===== config.mk =====
export PLATFORM = sky130hd
export DESIGN_NAME = rational_arith_unit_top
export DESIGN_NICKNAME = d
export VERILOG_FILES = /design/src/design/rau_pkg.sv /design/src/design/rau_datapath.sv /design/src/design/rau_ctrl.sv /design/src/design/rational_arith_unit_top.sv
export SDC_FILE = /design/constraint.sdc
export NUM_CORES = 2
export LEC_CHECK = 0
export BUFFER_PORTS_ARGS = -buffer_cell sky130_fd_sc_hd__clkbuf_2
export CAP_MARGIN = 20
export CORE_MARGIN = 4
export CORE_UTILIZATION = 39
export CTS_BUF_LIST = sky130_fd_sc_hd__clkbuf_4 sky130_fd_sc_hd__clkbuf_8 sky130_fd_sc_hd__clkbuf_16
export DETAILED_ROUTE_END_ITERATION = 10
export GPL_TIMING_DRIVEN = 1
export REMOVE_ABC_BUFFERS = 1
export SLEW_MARGIN = 20
export SYNTH_ARGS = -nofsm -noshare
export SYNTH_HDL_FRONTEND = slang
export SYNTH_SLANG_ARGS = --single-unit
export TNS_END_PERCENT = 1

===== constraint.sdc =====
create_clock -name clock -period 12.3 [get_ports clock]
set_input_delay 1.23 -clock clock [delete_from_list [all_inputs] [get_ports clock]]
set_output_delay 1.23 -clock clock [all_outputs]
set_load 0.005 [all_outputs]

===== src/design/rau_pkg.sv =====
// ---------------------------------------------------------------------------
// rau_pkg: shared types and constants of the rational arithmetic unit
// actions, controller states and the command and status words
// ---------------------------------------------------------------------------
`default_nettype none

package rau_pkg;

   localparam int OPERAND_WIDTH_DEF = 16;
   localparam int RES_NUM_W         = 33;
   localparam int RES_DEN_W         = 31;

   // actions carried by an input word
   typedef enum logic [2:0] {
      ACT_ADD    = 3'd0,
      ACT_SUB    = 3'd1,
      ACT_MUL    = 3'd2,
      ACT_DIV    = 3'd3,
      ACT_CMP    = 3'd4,
      ACT_NEG    = 3'd5,
      ACT_RECIP  = 3'd6,
      ACT_REDUCE = 3'd7
   } act_type;

   // which product the shared multiplier forms
   typedef enum logic [1:0] {
      MSEL_T0,
      MSEL_T1,
      MSEL_DEN
   } msel_type;

   typedef enum logic [3:0] {
      ST_IDLE,
      ST_MUL0,
      ST_MUL1,
      ST_MUL2,
      ST_COMB,
      ST_CHECK,
      ST_GCD,
      ST_DIV,
      ST_FIN,
      ST_DONE
   } state_type;

   typedef struct packed {
      logic     load;
      logic     mul;
      msel_type mul_sel;
      logic     comb;
      logic     gcd_init;
      logic     gcd_step;
      logic     div_init;
      logic     div_step;
      logic     fin;
      logic     fin_err;
   } cmd_type;

   typedef struct packed {
      logic op_err;
      logic den_zero;
      logic num_zero;
      logic gcd_done;
   } status_type;

endpackage

`default_nettype wire


===== src/design/rau_datapath.sv =====
// ---------------------------------------------------------------------------
// rau_datapath: operand registers, shared multiplier, gcd and dividers
// forms the fraction, runs binary gcd, divides both parts, builds the result
// ---------------------------------------------------------------------------
`default_nettype none

module rau_datapath
   import rau_pkg::*;
#(
   parameter int OPERAND_WIDTH = OPERAND_WIDTH_DEF
) (
   input  wire logic                            clock,
   input  wire logic                            reset,
   input  wire cmd_type                         cmd,
   output status_type                           st,
   input  wire logic [2:0]                      req_action,
   input  wire logic signed [OPERAND_WIDTH-1:0] req_a_num,
   input  wire logic signed [OPERAND_WIDTH-1:0] req_a_den,
   input  wire logic signed [OPERAND_WIDTH-1:0] req_b_num,
   input  wire logic signed [OPERAND_WIDTH-1:0] req_b_den,
   output logic signed [RES_NUM_W-1:0]          rsp_res_num,
   output logic [RES_DEN_W-1:0]                 rsp_res_den,
   output logic                                 rsp_less,
   output logic                                 rsp_equal,
   output logic                                 rsp_greater,
   output logic                                 rsp_error
);

   localparam int W  = OPERAND_WIDTH;
   localparam int PW = 2 * W;
   localparam int M  = 2 * W + 1;
   localparam int KW = $clog2(M + 1);
   localparam int XW = (M > RES_NUM_W) ? M : RES_NUM_W;
   localparam int DW = (M > RES_DEN_W) ? M : RES_DEN_W;

   act_type         act_ff;
   logic            an_neg_ff, ad_neg_ff, bn_neg_ff, bd_neg_ff;
   logic [W-1:0]    an_mag_ff, ad_mag_ff, bn_mag_ff, bd_mag_ff;
   logic            op_err_ff;
   logic            t0_neg_ff, t1_neg_ff, dn_neg_ff;
   logic [PW-1:0]   t0_mag_ff, t1_mag_ff, dn_mag_ff;
   logic            num_neg_ff, den_neg_ff;
   logic [M-1:0]    num_mag_ff, den_mag_ff;
   logic [M-1:0]    u_ff, v_ff, g_ff;
   logic [KW-1:0]   k_ff;
   logic [M-1:0]    qn_ff, qd_ff;
   logic [M:0]      rn_ff, rd_ff;

   logic            x_neg, y_neg, p_neg;
   logic [W-1:0]    x_mag, y_mag;
   logic [PW-1:0]   prod;
   logic [W-1:0]    one_mag;

   logic            an_neg_in, ad_neg_in, bn_neg_in, bd_neg_in;
   logic [W-1:0]    an_mag_in, ad_mag_in, bn_mag_in, bd_mag_in;

   logic            num_neg_in, den_neg_in;
   logic [M-1:0]    num_mag_in, den_mag_in;
   logic            sa_neg, sb_neg;
   logic [M-1:0]    sa_mag, sb_mag;

   logic [M-1:0]    u_in, v_in;
   logic [KW-1:0]   k_in;

   logic [M:0]      rn_sh, rd_sh, rn_in, rd_in;
   logic [M-1:0]    qn_in, qd_in;

   logic            res_neg;
   logic [XW-1:0]   nm_x, sn_x;
   logic [DW-1:0]   dm_x;

   assign one_mag = W'(1);

   // split input fields into sign and magnitude
   always_comb begin
      an_neg_in = req_a_num[W-1];
      ad_neg_in = req_a_den[W-1];
      bn_neg_in = req_b_num[W-1];
      bd_neg_in = req_b_den[W-1];
      an_mag_in = an_neg_in ? W'(-req_a_num) : W'(req_a_num);
      ad_mag_in = ad_neg_in ? W'(-req_a_den) : W'(req_a_den);
      bn_mag_in = bn_neg_in ? W'(-req_b_num) : W'(req_b_num);
      bd_mag_in = bd_neg_in ? W'(-req_b_den) : W'(req_b_den);
   end

   // operand selection for the shared multiplier
   always_comb begin
      x_neg = an_neg_ff;
      x_mag = an_mag_ff;
      y_neg = 1'b0;
      y_mag = one_mag;
      unique case (cmd.mul_sel)
         MSEL_T0: begin
            unique case (act_ff)
               ACT_ADD, ACT_SUB, ACT_CMP, ACT_DIV: begin
                  y_neg = bd_neg_ff;
                  y_mag = bd_mag_ff;
               end
               ACT_MUL: begin
                  y_neg = bn_neg_ff;
                  y_mag = bn_mag_ff;
               end
               ACT_RECIP: begin
                  x_neg = ad_neg_ff;
                  x_mag = ad_mag_ff;
               end
               default: begin
               end
            endcase
         end
         MSEL_T1: begin
            x_neg = bn_neg_ff;
            x_mag = bn_mag_ff;
            y_neg = ad_neg_ff;
            y_mag = ad_mag_ff;
         end
         MSEL_DEN: begin
            x_neg = ad_neg_ff;
            x_mag = ad_mag_ff;
            unique case (act_ff)
               ACT_ADD, ACT_SUB, ACT_CMP, ACT_MUL: begin
                  y_neg = bd_neg_ff;
                  y_mag = bd_mag_ff;
               end
               ACT_DIV: begin
                  y_neg = bn_neg_ff;
                  y_mag = bn_mag_ff;
               end
               ACT_RECIP: begin
                  x_neg = an_neg_ff;
                  x_mag = an_mag_ff;
               end
               default: begin
               end
            endcase
         end
         default: begin
         end
      endcase
      prod  = PW'(x_mag) * PW'(y_mag);
      p_neg = (x_neg ^ y_neg) && (prod != '0);
   end

   // combine the products into numerator and denominator
   always_comb begin
      sa_neg = t0_neg_ff;
      sa_mag = M'(t0_mag_ff);
      sb_mag = M'(t1_mag_ff);
      sb_neg = t1_neg_ff;
      if (act_ff == ACT_SUB || act_ff == ACT_CMP) begin
         sb_neg = !t1_neg_ff && (t1_mag_ff != '0);
      end
      num_neg_in = sa_neg;
      num_mag_in = sa_mag;
      unique case (act_ff)
         ACT_ADD, ACT_SUB, ACT_CMP: begin
            if (sa_neg == sb_neg) begin
               num_mag_in = sa_mag + sb_mag;
               num_neg_in = sa_neg;
            end else if (sa_mag >= sb_mag) begin
               num_mag_in = sa_mag - sb_mag;
               num_neg_in = sa_neg;
            end else begin
               num_mag_in = sb_mag - sa_mag;
               num_neg_in = sb_neg;
            end
            if (num_mag_in == '0) begin
               num_neg_in = 1'b0;
            end
         end
         ACT_NEG: begin
            num_neg_in = !t0_neg_ff && (t0_mag_ff != '0);
         end
         default: begin
         end
      endcase
      den_neg_in = dn_neg_ff;
      den_mag_in = M'(dn_mag_ff);
   end

   // one binary gcd step
   always_comb begin
      u_in = u_ff;
      v_in = v_ff;
      k_in = k_ff;
      if (!u_ff[0] && !v_ff[0]) begin
         u_in = u_ff >> 1;
         v_in = v_ff >> 1;
         k_in = k_ff + KW'(1);
      end else if (!u_ff[0]) begin
         u_in = u_ff >> 1;
      end else if (!v_ff[0]) begin
         v_in = v_ff >> 1;
      end else if (u_ff > v_ff) begin
         u_in = u_ff - v_ff;
      end else begin
         v_in = v_ff - u_ff;
      end
   end

   // restoring division step on both parts
   always_comb begin
      rn_sh = {rn_ff[M-1:0], qn_ff[M-1]};
      rd_sh = {rd_ff[M-1:0], qd_ff[M-1]};
      rn_in = rn_sh;
      rd_in = rd_sh;
      qn_in = {qn_ff[M-2:0], 1'b0};
      qd_in = {qd_ff[M-2:0], 1'b0};
      if (rn_sh >= {1'b0, g_ff}) begin
         rn_in    = rn_sh - {1'b0, g_ff};
         qn_in[0] = 1'b1;
      end
      if (rd_sh >= {1'b0, g_ff}) begin
         rd_in    = rd_sh - {1'b0, g_ff};
         qd_in[0] = 1'b1;
      end
   end

   // signed result from the quotients
   always_comb begin
      res_neg = num_neg_ff ^ den_neg_ff;
      nm_x    = XW'(qn_ff);
      sn_x    = res_neg ? (~nm_x + XW'(1)) : nm_x;
      dm_x    = DW'(qd_ff);
   end

   always_ff @(posedge clock) begin
      if (cmd.load) begin
         act_ff    <= act_type'(req_action);
         an_neg_ff <= an_neg_in;
         ad_neg_ff <= ad_neg_in;
         bn_neg_ff <= bn_neg_in;
         bd_neg_ff <= bd_neg_in;
         an_mag_ff <= an_mag_in;
         ad_mag_ff <= ad_mag_in;
         bn_mag_ff <= bn_mag_in;
         bd_mag_ff <= bd_mag_in;
         op_err_ff <= (ad_mag_in == '0) ||
                      ((req_action <= 3'(ACT_CMP)) && (bd_mag_in == '0));
      end
      if (cmd.mul) begin
         unique case (cmd.mul_sel)
            MSEL_T0: begin
               t0_neg_ff <= p_neg;
               t0_mag_ff <= prod;
            end
            MSEL_T1: begin
               t1_neg_ff <= p_neg;
               t1_mag_ff <= prod;
            end
            default: begin
               dn_neg_ff <= p_neg;
               dn_mag_ff <= prod;
            end
         endcase
      end
      if (cmd.comb) begin
         num_neg_ff <= num_neg_in;
         num_mag_ff <= num_mag_in;
         den_neg_ff <= den_neg_in;
         den_mag_ff <= den_mag_in;
      end
      if (cmd.gcd_init) begin
         u_ff <= num_mag_ff;
         v_ff <= den_mag_ff;
         k_ff <= '0;
      end else if (cmd.gcd_step) begin
         u_ff <= u_in;
         v_ff <= v_in;
         k_ff <= k_in;
      end
      if (cmd.div_init) begin
         g_ff  <= u_ff << k_ff;
         qn_ff <= num_mag_ff;
         qd_ff <= den_mag_ff;
         rn_ff <= '0;
         rd_ff <= '0;
      end else if (cmd.div_step) begin
         qn_ff <= qn_in;
         qd_ff <= qd_in;
         rn_ff <= rn_in;
         rd_ff <= rd_in;
      end
   end

   // result word register
   always_ff @(posedge clock) begin
      if (reset) begin
         rsp_res_num <= '0;
         rsp_res_den <= '0;
         rsp_less    <= 1'b0;
         rsp_equal   <= 1'b0;
         rsp_greater <= 1'b0;
         rsp_error   <= 1'b0;
      end else if (cmd.fin) begin
         rsp_less    <= 1'b0;
         rsp_equal   <= 1'b0;
         rsp_greater <= 1'b0;
         rsp_error   <= 1'b0;
         if (cmd.fin_err) begin
            rsp_res_num <= '0;
            rsp_res_den <= '0;
            rsp_error   <= 1'b1;
         end else if (num_mag_ff == '0) begin
            rsp_res_num <= '0;
            rsp_res_den <= RES_DEN_W'(1);
            rsp_equal   <= (act_ff == ACT_CMP);
         end else begin
            rsp_res_num <= sn_x[RES_NUM_W-1:0];
            rsp_res_den <= dm_x[RES_DEN_W-1:0];
            rsp_less    <= (act_ff == ACT_CMP) && res_neg;
            rsp_greater <= (act_ff == ACT_CMP) && !res_neg;
         end
      end
   end

   assign st.op_err   = op_err_ff;
   assign st.den_zero = (den_mag_ff == '0);
   assign st.num_zero = (num_mag_ff == '0);
   assign st.gcd_done = (u_ff == v_ff);

endmodule

`default_nettype wire


===== src/design/rau_ctrl.sv =====
// ---------------------------------------------------------------------------
// rau_ctrl: sequencing state machine of the rational arithmetic unit
// steps multiply, combine, gcd and divide phases and strobes the result
// ---------------------------------------------------------------------------
`default_nettype none

module rau_ctrl
   import rau_pkg::*;
#(
   parameter int OPERAND_WIDTH = OPERAND_WIDTH_DEF
) (
   input  wire logic       clock,
   input  wire logic       reset,
   input  wire logic       start,
   output logic            busy,
   output logic            rsp_valid,
   output cmd_type         cmd,
   input  wire status_type st
);

   localparam int M  = 2 * OPERAND_WIDTH + 1;
   localparam int CW = $clog2(M);

   state_type       state_ff, state_in;
   logic [CW-1:0]   cnt_ff, cnt_in;

   always_ff @(posedge clock) begin
      if (reset) begin
         state_ff <= ST_IDLE;
         cnt_ff   <= '0;
      end else begin
         state_ff <= state_in;
         cnt_ff   <= cnt_in;
      end
   end

   // next state and commands
   always_comb begin
      state_in  = state_ff;
      cnt_in    = cnt_ff;
      cmd       = '0;
      busy      = (state_ff != ST_IDLE);
      rsp_valid = 1'b0;
      unique case (state_ff)
         ST_IDLE: begin
            if (start) begin
               cmd.load = 1'b1;
               state_in = ST_MUL0;
            end
         end
         ST_MUL0: begin
            if (st.op_err) begin
               cmd.fin     = 1'b1;
               cmd.fin_err = 1'b1;
               state_in    = ST_DONE;
            end else begin
               cmd.mul     = 1'b1;
               cmd.mul_sel = MSEL_T0;
               state_in    = ST_MUL1;
            end
         end
         ST_MUL1: begin
            cmd.mul     = 1'b1;
            cmd.mul_sel = MSEL_T1;
            state_in    = ST_MUL2;
         end
         ST_MUL2: begin
            cmd.mul     = 1'b1;
            cmd.mul_sel = MSEL_DEN;
            state_in    = ST_COMB;
         end
         ST_COMB: begin
            cmd.comb = 1'b1;
            state_in = ST_CHECK;
         end
         ST_CHECK: begin
            if (st.den_zero) begin
               cmd.fin     = 1'b1;
               cmd.fin_err = 1'b1;
               state_in    = ST_DONE;
            end else if (st.num_zero) begin
               cmd.fin  = 1'b1;
               state_in = ST_DONE;
            end else begin
               cmd.gcd_init = 1'b1;
               state_in     = ST_GCD;
            end
         end
         ST_GCD: begin
            if (st.gcd_done) begin
               cmd.div_init = 1'b1;
               cnt_in       = '0;
               state_in     = ST_DIV;
            end else begin
               cmd.gcd_step = 1'b1;
            end
         end
         ST_DIV: begin
            cmd.div_step = 1'b1;
            cnt_in       = cnt_ff + CW'(1);
            if (cnt_ff == CW'(M - 1)) begin
               state_in = ST_FIN;
            end
         end
         ST_FIN: begin
            cmd.fin  = 1'b1;
            state_in = ST_DONE;
         end
         ST_DONE: begin
            rsp_valid = 1'b1;
            state_in  = ST_IDLE;
         end
         default: begin
            state_in = ST_IDLE;
         end
      endcase
   end

`ifndef SYNTHESIS
   // result strobe lasts exactly one cycle
   a_strobe_single: assert property (@(posedge clock) disable iff (reset)
      rsp_valid |=> !rsp_valid)
      else $error("result strobe longer than one cycle");

   // no new word is taken on the cycle a result leaves
   a_strobe_busy: assert property (@(posedge clock) disable iff (reset)
      rsp_valid |-> busy)
      else $error("result strobe while idle");

   // gcd only runs on a nonzero fraction
   a_gcd_nonzero: assert property (@(posedge clock) disable iff (reset)
      (state_ff == ST_GCD) |-> (!st.num_zero && !st.den_zero))
      else $error("gcd entered with a zero part");

   // a load is followed by the operand check
   a_load_next: assert property (@(posedge clock) disable iff (reset)
      cmd.load |=> (state_ff == ST_MUL0))
      else $error("load not followed by operand check");
`endif

endmodule

`default_nettype wire


===== src/design/rational_arith_unit_top.sv =====
// ---------------------------------------------------------------------------
// rational_arith_unit_top: signed fraction arithmetic with gcd reduction
// add, subtract, multiply, divide, compare, negate, reciprocal and reduce
// ---------------------------------------------------------------------------
// usage:
//   drive req_action and the four operand fields and raise start; the word is
//   taken at a rising edge with start high and busy low. busy stays high
//   until the result has been strobed, one word is in flight at a time.
//   the result appears on the rsp_ ports for exactly one cycle with
//   rsp_valid high; the receiver cannot stall it and must take it then.
// sequence, start edge to strobe:
//   an operand error goes from the operand check straight to the strobe. a
//   zero result or zero denominator runs the three products and the combine
//   step, then strobes. otherwise the binary gcd loop and the bit-serial
//   divider, one quotient bit per cycle for both parts, run before the
//   result word is built. the next word may be started in the cycle after
//   the strobe.
// reset: synchronous, clears the sequencer to idle and the result flags.
// ---------------------------------------------------------------------------
`default_nettype none

module rational_arith_unit_top
   import rau_pkg::*;
#(
   parameter int OPERAND_WIDTH = OPERAND_WIDTH_DEF
) (
   input  wire logic                            clock,
   input  wire logic                            reset,
   input  wire logic                            start,
   output logic                                 busy,
   input  wire logic [2:0]                      req_action,
   input  wire logic signed [OPERAND_WIDTH-1:0] req_a_num,
   input  wire logic signed [OPERAND_WIDTH-1:0] req_a_den,
   input  wire logic signed [OPERAND_WIDTH-1:0] req_b_num,
   input  wire logic signed [OPERAND_WIDTH-1:0] req_b_den,
   output logic                                 rsp_valid,
   output logic signed [RES_NUM_W-1:0]          rsp_res_num,
   output logic [RES_DEN_W-1:0]                 rsp_res_den,
   output logic                                 rsp_less,
   output logic                                 rsp_equal,
   output logic                                 rsp_greater,
   output logic                                 rsp_error
);

   cmd_type    cmd;
   status_type st;

   // sequencer
   rau_ctrl #(
      .OPERAND_WIDTH(OPERAND_WIDTH)
   ) u_ctrl (
      .clock     (clock),
      .reset     (reset),
      .start     (start),
      .busy      (busy),
      .rsp_valid (rsp_valid),
      .cmd       (cmd),
      .st        (st)
   );

   // arithmetic
   rau_datapath #(
      .OPERAND_WIDTH(OPERAND_WIDTH)
   ) u_datapath (
      .clock       (clock),
      .reset       (reset),
      .cmd         (cmd),
      .st          (st),
      .req_action  (req_action),
      .req_a_num   (req_a_num),
      .req_a_den   (req_a_den),
      .req_b_num   (req_b_num),
      .req_b_den   (req_b_den),
      .rsp_res_num (rsp_res_num),
      .rsp_res_den (rsp_res_den),
      .rsp_less    (rsp_less),
      .rsp_equal   (rsp_equal),
      .rsp_greater (rsp_greater),
      .rsp_error   (rsp_error)
   );

endmodule

`default_nettype wire

==> reports/metrics.yaml <==
global_route:
  grt_pass1_wl_mm: 232
  antenna_found_initial: 3
  grt_max_degree: 83
  track_usage_pct: 24.3
  grt-ovfl-total: 0
  grt_pass1_vias: 37740
floorplan:
  initial_core_util_pct: 39.4
  fp-row-count: 125
  fp.dieH_um: 351
  dieArea_mm2: 0.124
  die_w_um: 351
  io_pins: 140
  core_area_mm2: 0.117
clock_network:
  cts_max_level: 3
  post_cts_buffers: 0
  cts_num_sinks: 553
  cts-resized-gates: 0
  cts_buffers: 68
  ctsRootBufferMaster: "clkbuf_16"
  cts_tree: "yes"
  cts_hold_buffers: 0
  path_clk_slew_ns: 0.06
  clk_latency_ns: 0.65
  clock_path_buffers: 3
layout:
  syn2layout_area_growth_pct: 9.84
  final_cells: 6906
  final_common_cell: "nand2_1"
  n_antenna_cell: 0
  final_cell_mix: "nand2_1, nor2_1, inv_1"
  finalNetCount: 5939
  seqCellArea_mm2: 0.0151
  drive_gt1_share_pct: 7.43
  multi_input_area_mm2: 0.0282
  fillers: 11523
worst_setup_path:
  worstSetupPathType: "flip-flop to flip-flop"
  slowest_delay_ns: 0.90
  crit_top_cell: "fa_1"
  rr_worst_depth: 27
  cp-start-kind: "flip-flop"
  path_buf_inv: 3
  r2r_slack_ns: 1.97
  arrival_ns: 10.70
  crit_required_ns: 12.66
  r2r_end: "u_datapath.den_neg_in"
  cp-end-kind: "flip-flop"
  critical-path-top-delay-family: "simple AND/OR/NAND/NOR gates"
  crit_fanout: 23
  reg2reg_from: "u_ctrl.state_ff[1]"
  worst_path_max_delay_cell: "nor3b_4"
synthesis:
  synthArstFlopShare_pct: 0
  syn-mean-instance-area_um2: 8.62
  ys_types: 89
  ys_seq_area_share_pct: 32.8
  syn_area_mm2: 0.0460
  synth_top_flop_cell: "edfxtp_1"
  syn_inst: 5335
  yosysWarningCount: 0
  synth_edf_count: 403
  ys_seq_elements: 553
timing:
  fin_ws_ns: 1.97
  fin_crit_sh_pct: 84.0
  hold_viol_final: 0
  finalSetupViolations: 0
  period_needed_ns: 10.33
  clock.fmax_ghz: 0.0968
  skew_ns: 0.0407
  rsz0062_at_grt: "false"
  tightest_slew_ns: 1.18
  slew_headroom_pct: 20.7
  drv_slew: 0
routing:
  drtIter0Drc: 3585
  wire_per_inst_um: 22.3
  vias: 39341
  drc: 0
  drtPass1Iterations: 6
  ant_nets: 0
  vias_per_cell: 5.70
  totalWireLength_mm: 154
place:
  numPortBuffers: 139
  hpwl_mm: 121
  place_ws_ns: 2.15
  place_congestion: 0.959
  dp.cells: 6781
status:
  status: "completed"
min_path:
  min_to: "u_datapath.den_mag_ff[5]"
  min_from: "u_datapath.dn_mag_ff[5]"
  hp-class: "flip-flop to flip-flop"
  hold_depth: 0
flow_run:
  cap_violations: 0
through the flow:
step	hold WS [ns]	cell area, um2	utilization [%]	setup TNS, ns
floorplan	0.400	45000	-	-324.03
global placement	0.402	48100	41.2	0
detailed placement	0.405	48100	41.2	0
CTS	0.413	50500	43.3	0
global route	0.425	50500	43.3	0
finish	0.413	50500	43.3	0
kinds of logic after synthesis:
| kind of cell | synth area share (%) |
|---|---|
| AO/OA/AOI/OAI | 17.5 |
| XOR/XNOR | 4.97 |
| adder cells (fa/ha/maj) | 18.0 |
| buffers and inverters | 6.16 |
| flip-flops | 32.8 |
| multiplexers | 2.39 |
| AND/OR/NAND/NOR | 18.2 |
synth_stat cells (19+ instances only):
cell	n	area share (%)
a211oi_1	41	0.67
a21o_1	111	1.8
a21oi_1	397	4.3
a221oi_1	67	1.3
a22oi_1	46	0.75
a31oi_1	43	0.58
and2_1	28	0.38
and3_1	27	0.37
buf_1	21	0.17
clkbuf_1	244	2.0
dfxtp_1	150	6.5
edfxtp_1	403	26
fa_1	201	8.7
ha_1	341	9.3
inv_1	469	3.8
mux2i_1	58	1.3
nand2_1	746	6.1
nand2b_1	49	0.67
nand3_1	148	1.6
nand4_1	46	0.63
nor2_1	530	4.3
nor2b_1	48	0.65
nor3_1	55	0.60
nor4_1	64	0.87
o211ai_1	23	0.38
o21a_1	25	0.41
o21ai_0	229	2.5
o21ai_1	81	0.88
o21bai_1	48	0.78
o31ai_1	36	0.59
or3_1	38	0.52
or4_1	19	0.31
xnor2_1	184	3.5
xor2_1	77	1.5
worst max-delay path by stage:
stage / from / to / cells after the start
2_1_floorplan: u_datapath.u_ff[25] / u_datapath.dm_x[0] / 7
3_3_place_gp: u_datapath.act_ff[1] / u_datapath.den_neg_in / 26
3_5_place_dp: u_ctrl.state_ff[1] / u_datapath.t1_neg_ff / 27
4_1_cts: u_ctrl.state_ff[1] / u_datapath.den_neg_in / 29
5_1_grt: u_datapath.act_ff[1] / u_datapath.den_neg_in / 26
6_report: u_ctrl.state_ff[1] / u_datapath.den_neg_in / 27
per-layer routing:
metal / up-vias / GRT usage (%) / wire (um)
li1: 18616 / - / -
met1: 19015 / 32.6 / 66700
met2: 1440 / 40.2 / 71600
met3: 266 / 3.78 / 10000
met4: 4 / 8.34 / 5800
met5: - / 0 / 27
worst reg2reg max path, stage by stage (launching register included):
cell     delay [ns]
dfxtp_1        0.56
nor3b_4        0.90
nand2_1        0.31
mux2i_2        0.79
a22oi_1        0.23
nand2_1        0.44
nand2_1        0.15
fa_1           0.56
fa_1           0.52
fa_1           0.51
inv_1          0.05
fa_1           0.49
fa_1           0.49
inv_1          0.05
fa_1           0.48
inv_1          0.04
ha_1           0.32
and3_1         0.18
a211o_1        0.30
xor2_1         0.17
or4b_1         0.54
or4_1          0.40
or3_1          0.30
or3_1          0.30
or4_1          0.42
nor4_2         0.14
nand2_1        0.07
o41a_1         0.35
cell type report:
type / count / area share [%]
clock buffers: 80 / 3.64
flip-flops and latches: 553 / 29.9
inverters: 477 / 3.55
repair buffers: 195 / 2.21
multi-input cells: 4032 / 55.8
well taps: 1524 / 3.77
clock inverters: 45 / 1.10
sequential cells by signal, indices dropped and copies added (netlist names), 31 cells and up:
register	flops
u_datapath.dm_x	33
u_datapath.g_ff	33
u_datapath.nm_x	33
u_datapath.num_mag_ff	33
u_datapath.rd_ff	33
u_datapath.rn_ff	33
u_datapath.rsp_res_num	33
u_datapath.u_ff	33
u_datapath.v_ff	33
u_datapath.den_mag_ff	32
u_datapath.dn_mag_ff	32
u_datapath.t0_mag_ff	32
u_datapath.t1_mag_ff	32
u_datapath.rsp_res_den	31
Power is not shown: default switching activity piles up to over one toggle a cycle in this logic, so the estimate is an artifact.
